### config.mk
export PLATFORM = sky130hd
export DESIGN_NAME = lnr_fifo
export DESIGN_NICKNAME = d
export VERILOG_FILES = /design/src/rtl/core/lnr_pkg.sv /design/src/rtl/core/lnr_fifo.sv
export SDC_FILE = /design/constraint.sdc
export NUM_CORES = 1
export LEC_CHECK = 0
export CORE_UTILIZATION = 38
export DETAILED_ROUTE_END_ITERATION = 6
export DONT_BUFFER_PORTS = 1
export GPL_ROUTABILITY_DRIVEN = 0
export GPL_TIMING_DRIVEN = 0
export SETUP_SLACK_MARGIN = 0.5
export SKIP_LAST_GASP = 1
export SLEW_MARGIN = 20
export SYNTH_ARGS = -nofsm -noshare
export SYNTH_HDL_FRONTEND = slang
export SYNTH_SLANG_ARGS = --single-unit
### constraint.sdc
create_clock -name clk_i -period 1.6 [get_ports clk_i]
set_clock_uncertainty 0.05 [all_clocks]
set_input_delay 0.16 -clock clk_i [delete_from_list [all_inputs] [get_ports clk_i]]
set_output_delay 0.16 -clock clk_i [all_outputs]
set_load 0.005 [all_outputs]
### src/rtl/core/lnr_pkg.sv
// ----------------------------------------------------------------------------
// lnr_pkg: shared types and constants for the row layer normalizer
// Element record, back-end states, arithmetic widths, register indexes.
// ----------------------------------------------------------------------------
`default_nettype none

package lnr_pkg;

  localparam int MAX_FEATURES = 64;
  localparam int DATA_W       = 16;
  localparam int CNT_W        = 7;
  localparam int EPS_W        = 16;
  localparam int CFG_IDX_W    = 1;

  // divider: dividend holds 2^64, divisor holds the variance
  localparam int DVD_W        = 65;
  localparam int DVS_W        = 56;
  localparam int ROOT_W       = 64;
  localparam int INV_W        = 25;

  localparam int SUM_W        = 22;
  localparam int MEAN_W       = SUM_W + 9;
  localparam int DIFF_W       = 26;
  localparam int SQ_W         = 48;
  localparam int PROD_W       = 52;
  localparam int P_W          = 36;
  localparam int T_W          = 54;

  localparam int JOB_DEPTH    = 2;

  localparam logic [CFG_IDX_W-1:0] CFG_ROW_LEN = 1'b0;
  localparam logic [CFG_IDX_W-1:0] CFG_EPSILON = 1'b1;

  localparam logic [CNT_W-1:0] ROW_LEN_RST = 7'd64;
  localparam logic [EPS_W-1:0] EPSILON_RST = 16'd1;

  typedef struct packed {
    logic signed [DATA_W-1:0] sample;
    logic signed [DATA_W-1:0] gain;
    logic signed [DATA_W-1:0] offset;
  } lnr_elem_t;

  typedef struct packed {
    logic pop;
    logic div_start;
    logic out_load;
  } lnr_ctrl_t;

  typedef enum logic [4:0] {
    S_IDLE,
    S_SUM_RD,
    S_SUM_ACC,
    S_MEAN_GO,
    S_MEAN_WAIT,
    S_SQ_RD,
    S_SQ_MUL,
    S_SQ_ACC,
    S_VAR_GO,
    S_VAR_WAIT,
    S_INV_GO,
    S_INV_WAIT,
    S_ROOT,
    S_OUT_RD,
    S_OUT_MUL1,
    S_OUT_MUL2,
    S_OUT_SEND
  } lnr_state_e;

endpackage

`default_nettype wire

### src/rtl/core/lnr_fifo.sv
// ----------------------------------------------------------------------------
// lnr_fifo: short request queue between front and back
// Holds the row length of each completed row until the back end takes it.
// ----------------------------------------------------------------------------
`default_nettype none

module lnr_fifo
  import lnr_pkg::*;
#(
  parameter int Width = CNT_W,
  parameter int Depth = JOB_DEPTH
) (
  input  wire logic             clk_i,
  input  wire logic             rst_ni,
  input  wire logic             push_i,
  input  wire logic [Width-1:0] push_data_i,
  input  wire logic             pop_i,
  output logic                  valid_o,
  output logic [Width-1:0]      data_o
);

  localparam int PtrW = (Depth > 1) ? $clog2(Depth) : 1;
  localparam int CntW = $clog2(Depth + 1);

  logic [Width-1:0] mem_q [Depth];
  logic [PtrW-1:0]  wr_ptr_q, wr_ptr_d, rd_ptr_q, rd_ptr_d;
  logic [CntW-1:0]  cnt_q, cnt_d;
  logic             do_push, do_pop;

  assign do_push = push_i && (cnt_q != CntW'(Depth));
  assign do_pop  = pop_i && (cnt_q != '0);
  assign valid_o = (cnt_q != '0);
  assign data_o  = mem_q[rd_ptr_q];

  always_comb begin
    wr_ptr_d = wr_ptr_q;
    rd_ptr_d = rd_ptr_q;
    cnt_d    = cnt_q;
    if (do_push) begin
      wr_ptr_d = (wr_ptr_q == PtrW'(Depth - 1)) ? '0 : wr_ptr_q + 1'b1;
    end
    if (do_pop) begin
      rd_ptr_d = (rd_ptr_q == PtrW'(Depth - 1)) ? '0 : rd_ptr_q + 1'b1;
    end
    if (do_push && !do_pop) begin
      cnt_d = cnt_q + 1'b1;
    end else if (!do_push && do_pop) begin
      cnt_d = cnt_q - 1'b1;
    end
  end

  always_ff @(posedge clk_i or negedge rst_ni) begin
    if (!rst_ni) begin
      wr_ptr_q <= '0;
      rd_ptr_q <= '0;
      cnt_q    <= '0;
    end else begin
      wr_ptr_q <= wr_ptr_d;
      rd_ptr_q <= rd_ptr_d;
      cnt_q    <= cnt_d;
    end
  end

  always_ff @(posedge clk_i) begin
    if (do_push) begin
      mem_q[wr_ptr_q] <= push_data_i;
    end
  end

endmodule

`default_nettype wire

==> summary.md <==
| Metric | Value |
|---|---|
| CTS Buffer Depth | `2` |
| Static leakage | `0.409 nW` |
| Drt wl/cell | `13.1 um` |
| Syn Area/Cell | `17.4 um^2` |
| Via Count | `395` |
| Setup tns final | `0 ps` |
| Antenna violations before repair | `0` |
| Max_slew headroom | `84.6%` |
| P_int | `1.27 mW` |
| Global Route Usage Sum | `12.3%` |
| Largest net degree at the start of global routing | `11` |
| Share of layout cells above drive strength 1 | `53.1%` |
| Fin area | `1020 um^2` |
| IO Port Bufs | `0` |
| Area added between synthesis and finish | `43.9%` |
| WL final | `1.17 mm` |
| Kind of critical path | `register to register` |
| Met1 layer usage reported by global route | `13.1%` |
| Diode count | `0` |
| Final Hold Viols | `0` |
| Sink Count | `18` |
| CP Data Required Time | `1740 ps` |
| GR Layer Usage met2 | `22.3%` |
| Vias in the first global route | `402` |
| # IOs | `19` |
| First-pass DRT Iterations | `3` |
| Ys Warns | `0` |
| Sequential share of the synthesized area | `73.1%` |
| Hold Crit Class | `primary input to async pin` |
| Clock share of power | `15.1%` |
| H-tree lvl count | `1` |
| Tcrit/Tclk final | `87.9%` |
| Initial cell density of the core | `40.8%` |
| PwrDens | `1760 nW/um^2` |
| Final Max Tran Viols | `0` |
| Sw Pwr | `534 uW` |
| Num CTS Buffers | `3` |
| Crit path from | `cnt_q[0]` |
| Vias per inst | `4.44` |
| Sequential power share | `40.4%` |
| Inst Count DP | `66` |
| Worst-margin pin slew | `231 ps` |
| Root buffer cell | `clkbuf_4` |
| Startpoint types | `register` |
| CTS clk-pin slew, worst paths | `100 ps` |
| Number of placement rows | `15` |
| Grt ovf | `0` |
| Status | `completed` |
| Final setup fails | `0` |
| Iteration-0 DRC Markers | `1` |
| Die height | `45.3 um` |
| Die W | `45.3 um` |
| Synth Cell Area | `712 um^2` |
| Met3 usage | `3.60%` |
| Die footprint | `2050 um^2` |
| Post-Layout Cell Count | `89` |
| Syn nets | `53` |
| Post-Syn Instances | `41` |
| Synth unique cells | `12` |
| R2R Path Start | `cnt_q[0]` |
| Fmax | `711 MHz` |
| Core box area | `1750 um^2` |
| Combinational Power Share | `44.4%` |
| Most used routing layer | `met2` |
| Final Critical Period | `1410 ps` |
| Max-cap violation count | `0` |
| Maximum vdd drop | `0.796 mV` |
| CTS tree | `done` |
| Crit end category | `register` |
| # nets final | `77` |
| DP Area | `761 um^2` |
| Synth Register Bits | `18` |
| ANT nets after route | `0` |
| Crit path arrival time | `1540 ps` |
| Global-route wire length before repair | `1.69 mm` |
| Net Sw Frac | `29.6%` |
| DRC viols | `0` |
| Max FO, Critical Path | `4` |
| Clock latency on the worst-skew pair | `290 ps` |
| RSZ-0062 raised after global routing | `yes` |
state kept, by name (all words and copies together) (netlist names):
signal    cells
cnt_q         2
mem_q        14
rd_ptr_q      1
wr_ptr_q      1
worst max-delay path: stages (launching register included):
cell and delay [ps]:
dfrtp_2 450, or2_4 260, nand2_4 70, ha_4 120
xor2_1 160, nor2_2 70, xnor2_1 120
final timing paths:
kind | endpoint | slack, ps | cells past startpoint
worst min register to register | cnt_q[0] | 580 | 2
worst max-delay path | cnt_q[1] | 190 | 6
max in group asynchronous | cnt_q[0] | 1230 | 1
worst max register to register | cnt_q[1] | 190 | 6
min in group clk_i | rd_ptr_q | 80 | 3
worst min-delay path | rd_ptr_q | 80 | 1
routing by layer:
layer / part of all wire (%) / vias up
li1: - / 189
met1: 38 / 193
met2: 57 / 11
met3: 4.0 / 2
met4: 1.4 / 0
met5: 0 / -
through the flow:
stage | utilization (%) | total power, mW | setup WS, ps | hold WS, ps
6_report | 58.7 | 1.80 | 193 | 79.9
5_1_grt | 58.7 | 1.91 | 128 | 77.0
4_1_cts | 57.0 | 1.75 | 182 | 55.4
3_5_place_dp | 43.6 | 1.21 | 100 | -186
3_3_place_gp | 43.6 | 1.17 | 170 | -185
2_1_floorplan | - | 1.12 | 254 | -186
Yosys cell counts:
library cell / instances / area [um^2]
buf_2: 1 / 5.00
or2_4: 1 / 8.76
nand2_4: 1 / 11.3
edfxtp_1: 14 / 420
nor2_1: 3 / 11.3
xor2_1: 1 / 8.76
ha_1: 1 / 12.5
dfrtp_1: 4 / 100
inv_1: 3 / 11.3
xnor2_1: 4 / 35.0
o21ai_2: 1 / 8.76
mux2_2: 7 / 78.8
cell usage in the layout (no fill, tap or decap):
| master | instances |
|---|---|
| xnor2_1 | 3 |
| dlygate4sd3_1 | 8 |
| nor2_2 | 1 |
| buf_4 | 10 |
| clkbuf_4 | 3 |
| xnor2_2 | 1 |
| edfxtp_1 | 14 |
| nand2_4 | 1 |
| ha_4 | 1 |
| nor2_4 | 2 |
| inv_1 | 1 |
| dfrtp_2 | 1 |
| o21ai_4 | 1 |
| inv_2 | 2 |
| clkbuf_8 | 1 |
| or2_4 | 1 |
| dfrtp_1 | 3 |
| mux2_4 | 7 |
| xor2_1 | 1 |
| buf_6 | 2 |
layout make-up:
cell class	instances	area [um^2]
repair buffers	19	166
clock buffers	4	36.3
multi-input cells	19	246
well taps	25	31.3
flip-flops and latches	18	522
plain buffers	1	11.3
fillers	130	721
inverters	3	11.3
repair_timing:
item                       CTS  global route
resized for setup           16             1
setup buffers                8             3
hold buffers                 8             0
hold endpoints to repair    18             0
setup endpoints to repair   24            26
pin swaps                    1             3
cell families (layout without fill, tap and decap cells):
logic type      after synthesis  after routing  share of synthesized area, %
compound gates                1              1                          1.23
buf+inv                       4             27                          2.28
xor+xnor                      5              5                          6.15
fa+ha+maj                     1              1                          1.76
simple gates                  5              5                          4.39
flops                        18             18                          73.1
mux                           7              7                          11.1
power by group through the flow:
stage | clock network, mW | logic (mW) | registers [mW]
after floorplan | 0 | 0.410 | 0.709
after global placement | 0 | 0.456 | 0.716
after detailed placement | 0 | 0.480 | 0.727
after CTS | 0.281 | 0.737 | 0.731
after global routing | 0.298 | 0.864 | 0.745
final | 0.273 | 0.801 | 0.730
No activity file was read; power rests on OpenSTA's default activity.
