**config.mk**
```make
export PLATFORM = sky130hd
export DESIGN_NAME = lnr_front
export DESIGN_NICKNAME = d
export VERILOG_FILES = /design/src/rtl/core/lnr_pkg.sv /design/src/rtl/core/lnr_front.sv
export SDC_FILE = /design/constraint.sdc
export NUM_CORES = 1
export LEC_CHECK = 0
export ABC_CLOCK_PERIOD_IN_PS = 3100
export CAP_MARGIN = 5
export CORE_MARGIN = 2
export CORE_UTILIZATION = 50
export DETAILED_ROUTE_END_ITERATION = 16
export DONT_BUFFER_PORTS = 1
export GPL_TIMING_DRIVEN = 0
export HOLD_SLACK_MARGIN = 0.06
export PLACE_DENSITY_LB_ADDON = 0.25
export SYNTH_ARGS = -nofsm -noshare
export SYNTH_HDL_FRONTEND = slang
export SYNTH_SLANG_ARGS = --single-unit
```
**constraint.sdc**
```tcl
create_clock -name clk_i -period 3.1 [get_ports clk_i]
set_input_delay 0.155 -clock clk_i [delete_from_list [all_inputs] [get_ports clk_i]]
set_output_delay 0.155 -clock clk_i [all_outputs]
set_load 0.02 [all_outputs]
```
**src/rtl/core/lnr_pkg.sv**
```systemverilog
// ----------------------------------------------------------------------------
// lnr_pkg: shared types and constants for the row layer normalizer
// Element record, back-end states, arithmetic widths, register indexes.
// ----------------------------------------------------------------------------
`default_nettype none

package lnr_pkg;

  localparam int MAX_FEATURES = 64;
  localparam int DATA_W       = 16;
  localparam int CNT_W        = 7;
  localparam int EPS_W        = 16;
  localparam int CFG_IDX_W    = 1;

  // divider: dividend holds 2^64, divisor holds the variance
  localparam int DVD_W        = 65;
  localparam int DVS_W        = 56;
  localparam int ROOT_W       = 64;
  localparam int INV_W        = 25;

  localparam int SUM_W        = 22;
  localparam int MEAN_W       = SUM_W + 9;
  localparam int DIFF_W       = 26;
  localparam int SQ_W         = 48;
  localparam int PROD_W       = 52;
  localparam int P_W          = 36;
  localparam int T_W          = 54;

  localparam int JOB_DEPTH    = 2;

  localparam logic [CFG_IDX_W-1:0] CFG_ROW_LEN = 1'b0;
  localparam logic [CFG_IDX_W-1:0] CFG_EPSILON = 1'b1;

  localparam logic [CNT_W-1:0] ROW_LEN_RST = 7'd64;
  localparam logic [EPS_W-1:0] EPSILON_RST = 16'd1;

  typedef struct packed {
    logic signed [DATA_W-1:0] sample;
    logic signed [DATA_W-1:0] gain;
    logic signed [DATA_W-1:0] offset;
  } lnr_elem_t;

  typedef struct packed {
    logic pop;
    logic div_start;
    logic out_load;
  } lnr_ctrl_t;

  typedef enum logic [4:0] {
    S_IDLE,
    S_SUM_RD,
    S_SUM_ACC,
    S_MEAN_GO,
    S_MEAN_WAIT,
    S_SQ_RD,
    S_SQ_MUL,
    S_SQ_ACC,
    S_VAR_GO,
    S_VAR_WAIT,
    S_INV_GO,
    S_INV_WAIT,
    S_ROOT,
    S_OUT_RD,
    S_OUT_MUL1,
    S_OUT_MUL2,
    S_OUT_SEND
  } lnr_state_e;

endpackage

`default_nettype wire

```
**src/rtl/core/lnr_front.sv**
```systemverilog
// ----------------------------------------------------------------------------
// lnr_front: input side of the row normalizer
// Accepts elements, writes them to row storage, counts the row and queues
// a request with the row length when the row is complete.
// ----------------------------------------------------------------------------
`default_nettype none

module lnr_front
  import lnr_pkg::*;
#(
  parameter int MaxFeatures = MAX_FEATURES
) (
  input  wire logic                           clk_i,
  input  wire logic                           rst_ni,
  input  wire logic                           in_valid_i,
  output logic                                in_ready_o,
  input  wire logic signed [DATA_W-1:0]       sample_i,
  input  wire logic signed [DATA_W-1:0]       gain_i,
  input  wire logic signed [DATA_W-1:0]       offset_i,
  input  wire logic [CNT_W-1:0]               row_len_i,
  input  wire logic                           hold_i,
  output logic                                push_o,
  output logic [CNT_W-1:0]                    push_n_o,
  output logic                                wr_en_o,
  output logic [$clog2(MaxFeatures)-1:0]      wr_addr_o,
  output lnr_elem_t                           wr_data_o
);

  localparam int AddrW = $clog2(MaxFeatures);

  logic [CNT_W-1:0] count_q, count_d, count_inc, n_eff;
  logic             accept;

  // zero acts as one, anything above the storage depth as the depth
  always_comb begin
    if (row_len_i == '0) begin
      n_eff = CNT_W'(1);
    end else if (row_len_i > CNT_W'(MaxFeatures)) begin
      n_eff = CNT_W'(MaxFeatures);
    end else begin
      n_eff = row_len_i;
    end
  end

  assign in_ready_o = !hold_i;
  assign accept     = in_valid_i && !hold_i;
  assign count_inc  = count_q + 1'b1;

  assign wr_en_o   = accept && (count_q < CNT_W'(MaxFeatures));
  assign wr_addr_o = count_q[AddrW-1:0];
  assign wr_data_o = '{sample: sample_i, gain: gain_i, offset: offset_i};

  assign push_o   = accept && (count_inc >= n_eff);
  assign push_n_o = n_eff;

  always_comb begin
    count_d = count_q;
    if (accept) begin
      count_d = (count_inc >= n_eff) ? '0 : count_inc;
    end
  end

  always_ff @(posedge clk_i or negedge rst_ni) begin
    if (!rst_ni) begin
      count_q <= '0;
    end else begin
      count_q <= count_d;
    end
  end

endmodule

`default_nettype wire

```
==> results of run 1 <==
Yosys cell counts:
cell / instances
a21oi_1: 4
nor3_1: 1
mux2_2: 1
a211oi_1: 1
nand2b_1: 3
nand4_1: 1
o21a_1: 1
nor2b_1: 1
dfrtp_1: 7
o31ai_2: 1
nand2_1: 13
clkbuf_1: 2
or3_1: 1
and3_1: 1
xnor2_1: 4
a21o_1: 2
xor2_1: 1
buf_4: 54
nand3_2: 1
inv_1: 7
o21ai_0: 4
a211o_1: 1
nand3_1: 3
nor2_1: 5
and2b_2: 1
ha_1: 8
and2_1: 1
a22o_1: 1
cell families (layout without fill, tap and decap cells):
logic type	Yosys count	after routing	synth area share
DFF	7	7	0.171
AOI/OAI and AO/OA	15	15	0.0976
buffers and inverters	63	68	0.428
xor gates and xnor gates	5	5	0.0427
adders and majority gates	8	8	0.0976
muxes	1	1	0.0110
and+or+nand+nor	32	32	0.152
power by group:
group | switching, mW | internal [mW]
Clock | 0.0320 | 0.0490
Combinational | 0.196 | 0.157
Sequential | 0.0426 | 0.117
Total | 0.270 | 0.323
layer usage:
metal	vias to the layer above	part of all wire
met5	-	0
met4	0	0
met3	0	0.10
met2	52	0.55
met1	358	0.34
li1	381	-
how the worst max path moves through the flow:
stage,from,to,slack (ns),depth (start not counted)
after floorplan,count_q[0],count_q[0],0.91,8
after global placement,count_q[0],count_q[0],0.57,8
after detailed placement,count_q[0],count_q[0],0.53,8
after CTS,count_q[0],push_o,0.30,7
after global routing,count_q[0],push_o,0.1,7
final,count_q[0],push_o,0.32,7
worst reg2reg max path: cells and delay by family, from the launching register on:
kind | cells | cell delay [ns]
AND/OR/NAND/NOR | 3 | 0.39
flip-flops | 1 | 0.46
adder cells (fa/ha/maj) | 2 | 0.59
XOR/XNOR | 1 | 0.16
AO/OA/AOI/OAI | 1 | 0.56
multiplexers | 1 | 0.28
final cells by class:
| class | instances | area (um^2) | share of cell area |
|---|---|---|---|
| Buffer | 56 | 413 | 0.377 |
| Clock buffer | 4 | 26.3 | 0.0240 |
| Timing Repair Buffer | 1 | 10.0 | 0.00913 |
| Tap cell | 27 | 33.8 | 0.0308 |
| Sequential cell | 7 | 175 | 0.160 |
| Inverter | 7 | 26.3 | 0.0240 |
| Multi-Input combinational cell | 61 | 412 | 0.376 |
==> results.ini, run 1 <==
[outcome]
status=complete, no violations

[setup_path]
required_ns=2.94
path_cells=ha_1, nand3_1, xnor2_1, ha_1, nand4_1, o31ai_2, and2_1
rr_worst_depth=8
r2r-end=count_q[0]
path_max_fanout=8
crit_type=reg2out
cp_top_family=simple AND/OR/NAND/NOR gates
r2r_slack_ns=0.54
slowest_stage=o31ai_2
arrival_ns=2.63
cp-start-kind=flop
max_stage_delay_ns=0.56
path_common_cell=ha_1
end_kind=output pin
crit_buf_inv=0
r2r_start=count_q[0]

[global_route]
antenna_found_initial=0
grt_pass1_vias=772
grtUsageTotal=0.186
grt_max_degree=10
grt_pass1_wl_um=3530
grt_overflow=0
use_met1=0.200
grt_use_met3=0.0798
grt_busiest_layer=met2
gr-usage-met2=0.340

[timing]
rsz0062_at_grt=false
fin_ws_ns=0.320
slew_headroom=0.617
setup_tns_ns=0
tightest_slew_ns=0.572
period_minus_slack_ns=2.78
holdWs_ns=0.137
setup_violations=0
hold_violations=0
skew_ns=0.00301
max_freq_mhz=360
min_period_over_period=0.897
slew_violations=0

[detailed_routing]
num_vias=791
drc_errors=0
first_pass_iters=2
wl_per_cell_um=14.0
drtIter0Drc=5
avgViaCountPerCell=4.85
detail-route-antenna-nets=0
routed_wl_um=2280

[flow_run]
max_cap_viol_count=0

[floorplanning]
die_area_um2=2430
die-width_um=49.3
io_pins=123
core.rowCount=16
design.core.area_um2=1940
die_y_um=49.3
start_util=0.528

[place]
port-buffer-count=0
post-place-cells=158
post-place-ws_ns=0.531
dp_hpwl_um=2030
placed_area_um2=1060
gp_congestion=0.861

[final_layout]
fin_area_um2=1100
area_growth_pct=6.83
reg_top3=count_q x7
n_fill_cell=179
mostFrequentLayoutCells=buf_4 (54), nand2_1 (13), ha_1 (8), inv_1 (7), dfrtp_1 (7)
largest_register_ffs=7
diodes=0
fin_util=0.564
finalNonFillerCells=163
layout-drive-gt1-share=0.449
finalNetCount=204
final_common_cell=buf_4
regMostFlops=count_q

[clocking]
postCtsSetupBuffers=0
cts_root_buf=clkbuf_4
cts.path.max_buffers=2
hold_buffers=1
tritoncts=yes
cts_sinks=7
clk_latency_ns=0.25
htreeDepth=1
cts_buffers=3
cts-resized-gates=0
clk_pin_slew_worst_paths_ns=0.05

[logic_synthesis]
yosysUniqueCellTypes=28
synthesis.area_um2=1030
yosys_warnings=0
synth_seq_cells=7
synthCells=131
ys_top_cells_by_area=buf_4 (40%), dfrtp_1 (17%), ha_1 (9.8%)
synth_top_cell_by_area=buf_4
ys_seq_area_frac=0.171
synth_top_area_share=0.395
avgSynthCellArea_um2=7.83
synth_nets=198

[pwr]
finalPower_mw=0.594
p_leak_nw=0.607
vdd_drop_max_v=0.000241
power_density_nw_per_um2=542

[worst_hold_path]
hp-class=in2reg
hold-path-endpoint=count_q[4]
worstHoldStart=hold_i
hold_depth=3

Power figures use the tool's default switching activity.
==> run 2, diff against run 1 <==
ABC_AREA = 1   (was unset)
CORE_ASPECT_RATIO = 0.8   (was unset)
==> results.ini, run 2 <==
[worst_hold_path]
worstHoldStart=in_valid_i  ; was hold_i
hold-path-endpoint=count_q[0]  ; was count_q[4]
hold_depth=3  ; unchanged
hp-class=in2reg  ; unchanged

[logic_synthesis]
synth_compound_area_frac=0.0514  ; was 0.0976
ys.flop_type=dfrtp_1  ; unchanged
synth_xor_area_frac=0.00750  ; was 0.0427
synth_top_family_by_area=buffers and inverters  ; unchanged
synth.mux.area_fraction=0  ; was 0.0110
synthesis.area_um2=1170  ; was 1030 um^2
synthAdderAreaFrac=0.0857  ; was 0.0976
ys_seq_area_frac=0.150  ; was 0.171
synth_seq_cells=7  ; unchanged
yosysUniqueCellTypes=21  ; was 28
synth_top_cell_by_area=buf_4  ; unchanged
avgSynthCellArea_um2=6.56  ; was 7.83 um^2
synth_nets=245  ; was 198
synthCells=178  ; was 131
synth-edff-count=0  ; unchanged
yosys.cell_count.top_type=buf_4  ; unchanged
yosys_warnings=0  ; unchanged
synthTopCellsByCount=buf_4 (54), nand2_1 (41), inv_1 (24)  ; was buf_4 (54), nand2_1 (13), ha_1 (8)
ys_top_cells_by_area=buf_4 (35%), dfrtp_1 (15%), nand2_1 (13%)  ; was buf_4 (40%), dfrtp_1 (17%), ha_1 (9.8%)
synth_top_area_share=0.347  ; was 0.395
async_reset_ff_frac=1.00  ; unchanged
synth_simple_gate_area_frac=0.252  ; was 0.152

[pwr]
power_density_nw_per_um2=610  ; was 542 nW/um^2
vdd_drop_max_v=0.000489  ; was 0.000241 V
p_leak_nw=0.759  ; was 0.607 nW

[timing]
hold_violations=0  ; unchanged
rsz0062_at_grt=false  ; unchanged
skew_ns=0.00419  ; was 0.00301 ns
period_minus_slack_ns=2.58  ; was 2.78 ns
max_freq_mhz=387  ; was 360 MHz
setup_violations=0  ; unchanged
slew_violations=0  ; unchanged
tightest_slew_ns=0.750  ; was 0.572 ns
setup_tns_ns=0  ; unchanged
slew_headroom=0.495  ; was 0.617
min_period_over_period=0.833  ; was 0.897

[global_route]
antenna_found_initial=0  ; unchanged
grt_pass1_vias=883  ; was 772
grt_max_degree=11  ; was 10
grtUsageTotal=0.172  ; was 0.186
grt_pass1_wl_um=3640  ; was 3530 um
grt_overflow=0  ; unchanged

[final_layout]
reg_top3=count_q x7  ; unchanged
fin_util=0.567  ; was 0.564
layout-drive-gt1-share=0.361  ; was 0.449
diodes=0  ; unchanged
n_fill_cell=208  ; was 179
mostFrequentLayoutCells=buf_4 (54), nand2_1 (41), inv_1 (24), nand3_1 (11)  ; was buf_4 (54), nand2_1 (13), ha_1 (8), inv_1 (7), dfrtp_1 (7)
largest_register_ffs=7  ; unchanged
seqCellArea_um2=175  ; unchanged
multi_input_area_um2=463  ; was 412 um^2
area_growth_pct=5.79  ; was 6.83%
final_common_cell=buf_4  ; unchanged
finalNetCount=251  ; was 204
finalNonFillerCells=208  ; was 163
regMostFlops=count_q  ; unchanged

[detailed_routing]
first_pass_iters=4  ; was 2
num_vias=1013  ; was 791
wl_per_cell_um=11.6  ; was 14.0 um
drc_errors=0  ; unchanged
avgViaCountPerCell=4.87  ; was 4.85
detail-route-antenna-nets=0  ; unchanged
routed_wl_um=2420  ; was 2280 um
drtIter0Drc=25  ; was 5

[setup_path]
crit_type=reg2out  ; unchanged
max_stage_delay_ns=0.48  ; was 0.56 ns
slowest_stage=dfrtp_1  ; was o31ai_2
cp-start-kind=flop  ; unchanged
path_cells=ha_1, xnor2_1, inv_1, ha_1, a21oi_1, nand2_1, nand2_1, nand3_1, nand2_1, inv_1  ; was ha_1, nand3_1, xnor2_1, ha_1, nand4_1, o31ai_2, and2_1
rr_worst_depth=11  ; was 8
path_common_cell=nand2_1  ; was ha_1
r2r-end=count_q[6]  ; was count_q[0]
r2r_start=count_q[0]  ; unchanged
arrival_ns=2.43  ; was 2.63 ns
end_kind=output pin  ; unchanged
required_ns=2.94  ; about the same
r2r_slack_ns=0.87  ; was 0.54 ns
path_max_fanout=9  ; was 8

[clocking]
clk_pin_slew_worst_paths_ns=0.05  ; about the same
cts.path.max_buffers=2  ; unchanged
htreeDepth=1  ; unchanged
tritoncts=yes  ; unchanged
cts_root_buf=clkbuf_4  ; unchanged
cts_buffers=3  ; unchanged
clk_latency_ns=0.25  ; about the same
postCtsSetupBuffers=0  ; unchanged
cts_sinks=7  ; unchanged

[place]
post-place-cells=203  ; was 158
port-buffer-count=0  ; unchanged
gp_congestion=0.837  ; was 0.861
dp_hpwl_um=2090  ; was 2030 um

[floorplanning]
die_area_um2=2740  ; was 2430 um^2
design.core.area_um2=2180  ; was 1940 um^2
start_util=0.536  ; was 0.528
die_y_um=47.2  ; was 49.3 um
io_pins=123  ; unchanged
core.rowCount=15  ; was 16
die-width_um=58.0  ; was 49.3 um

[outcome]
status=complete, no violations  ; unchanged

[flow_run]
max_cap_viol_count=0  ; unchanged

[run 2: worst max-delay path by stage]
stage                     slack (ns)  cells after the start  endpoint        from
final                           0.52                     10    push_o  count_q[0]
after global routing            0.28                     11    push_o  count_q[0]
after CTS                       0.52                     10    push_o  count_q[0]
after detailed placement        0.80                     10    push_o  count_q[0]
after global placement          0.82                     10    push_o  count_q[0]
after floorplan                 1.14                     12    push_o  count_q[0]
[run 2: cell type report]
type                    count  share of cell area
multi-input cells          88               0.375
flip-flops and latches      7               0.142
inverters                  26              0.0790
clock buffers               4              0.0213
repair buffers              1             0.00811
plain buffers              57               0.350
well taps                  25              0.0253
[run 2: cells by family (layout without fill, tap and decap cells)]
family	after synthesis	in the layout
simple gates	68	68
compound gates	11	11
fa+ha+maj	8	8
flops	7	7
buf+inv	83	88
xor+xnor	1	1
[run 2: repair_timing]
action | in CTS | in global routing
resized for setup | 0 | 0
hold buffers | 1 | 0
endpoints found under the hold margin | 7 | 0
[run 2: where the power goes]
group / internal, mW / switching, mW / total (mW)
clock: 0.0490 / 0.0323 / 0.0814
sequential: 0.121 / 0.0521 / 0.173
combinational: 0.205 / 0.293 / 0.498
[run 2: layer usage]
metal	track usage	vias up	routed length (um)
li1	-	501	-
met2	0.320	62	1280
met3	0.0413	0	229
met5	0	-	0
met1	0.206	450	907
met4	0.0372	0	0
[run 2: metrics by stage]
step / hold slack, ns / power (mW) / instance area (um^2) / setup slack [ns]
2_1_floorplan: -0.141 / 0.587 / 1170 / 1.14
3_3_place_gp: -0.140 / 0.650 / 1200 / 0.819
3_5_place_dp: -0.140 / 0.668 / 1200 / 0.802
4_1_cts: 0.145 / 0.757 / 1230 / 0.516
5_1_grt: 0.161 / 0.828 / 1230 / 0.281
6_report: 0.153 / 0.753 / 1230 / 0.519
[run 2: worst max-delay path: cells and delay by family (launching register included)]
kind | cells | cell delay, ns
simple gates | 4 | 0.49
xor+xnor | 1 | 0.23
buf+inv | 2 | 0.20
compound gates | 1 | 0.14
flops | 1 | 0.48
fa+ha+maj | 2 | 0.64
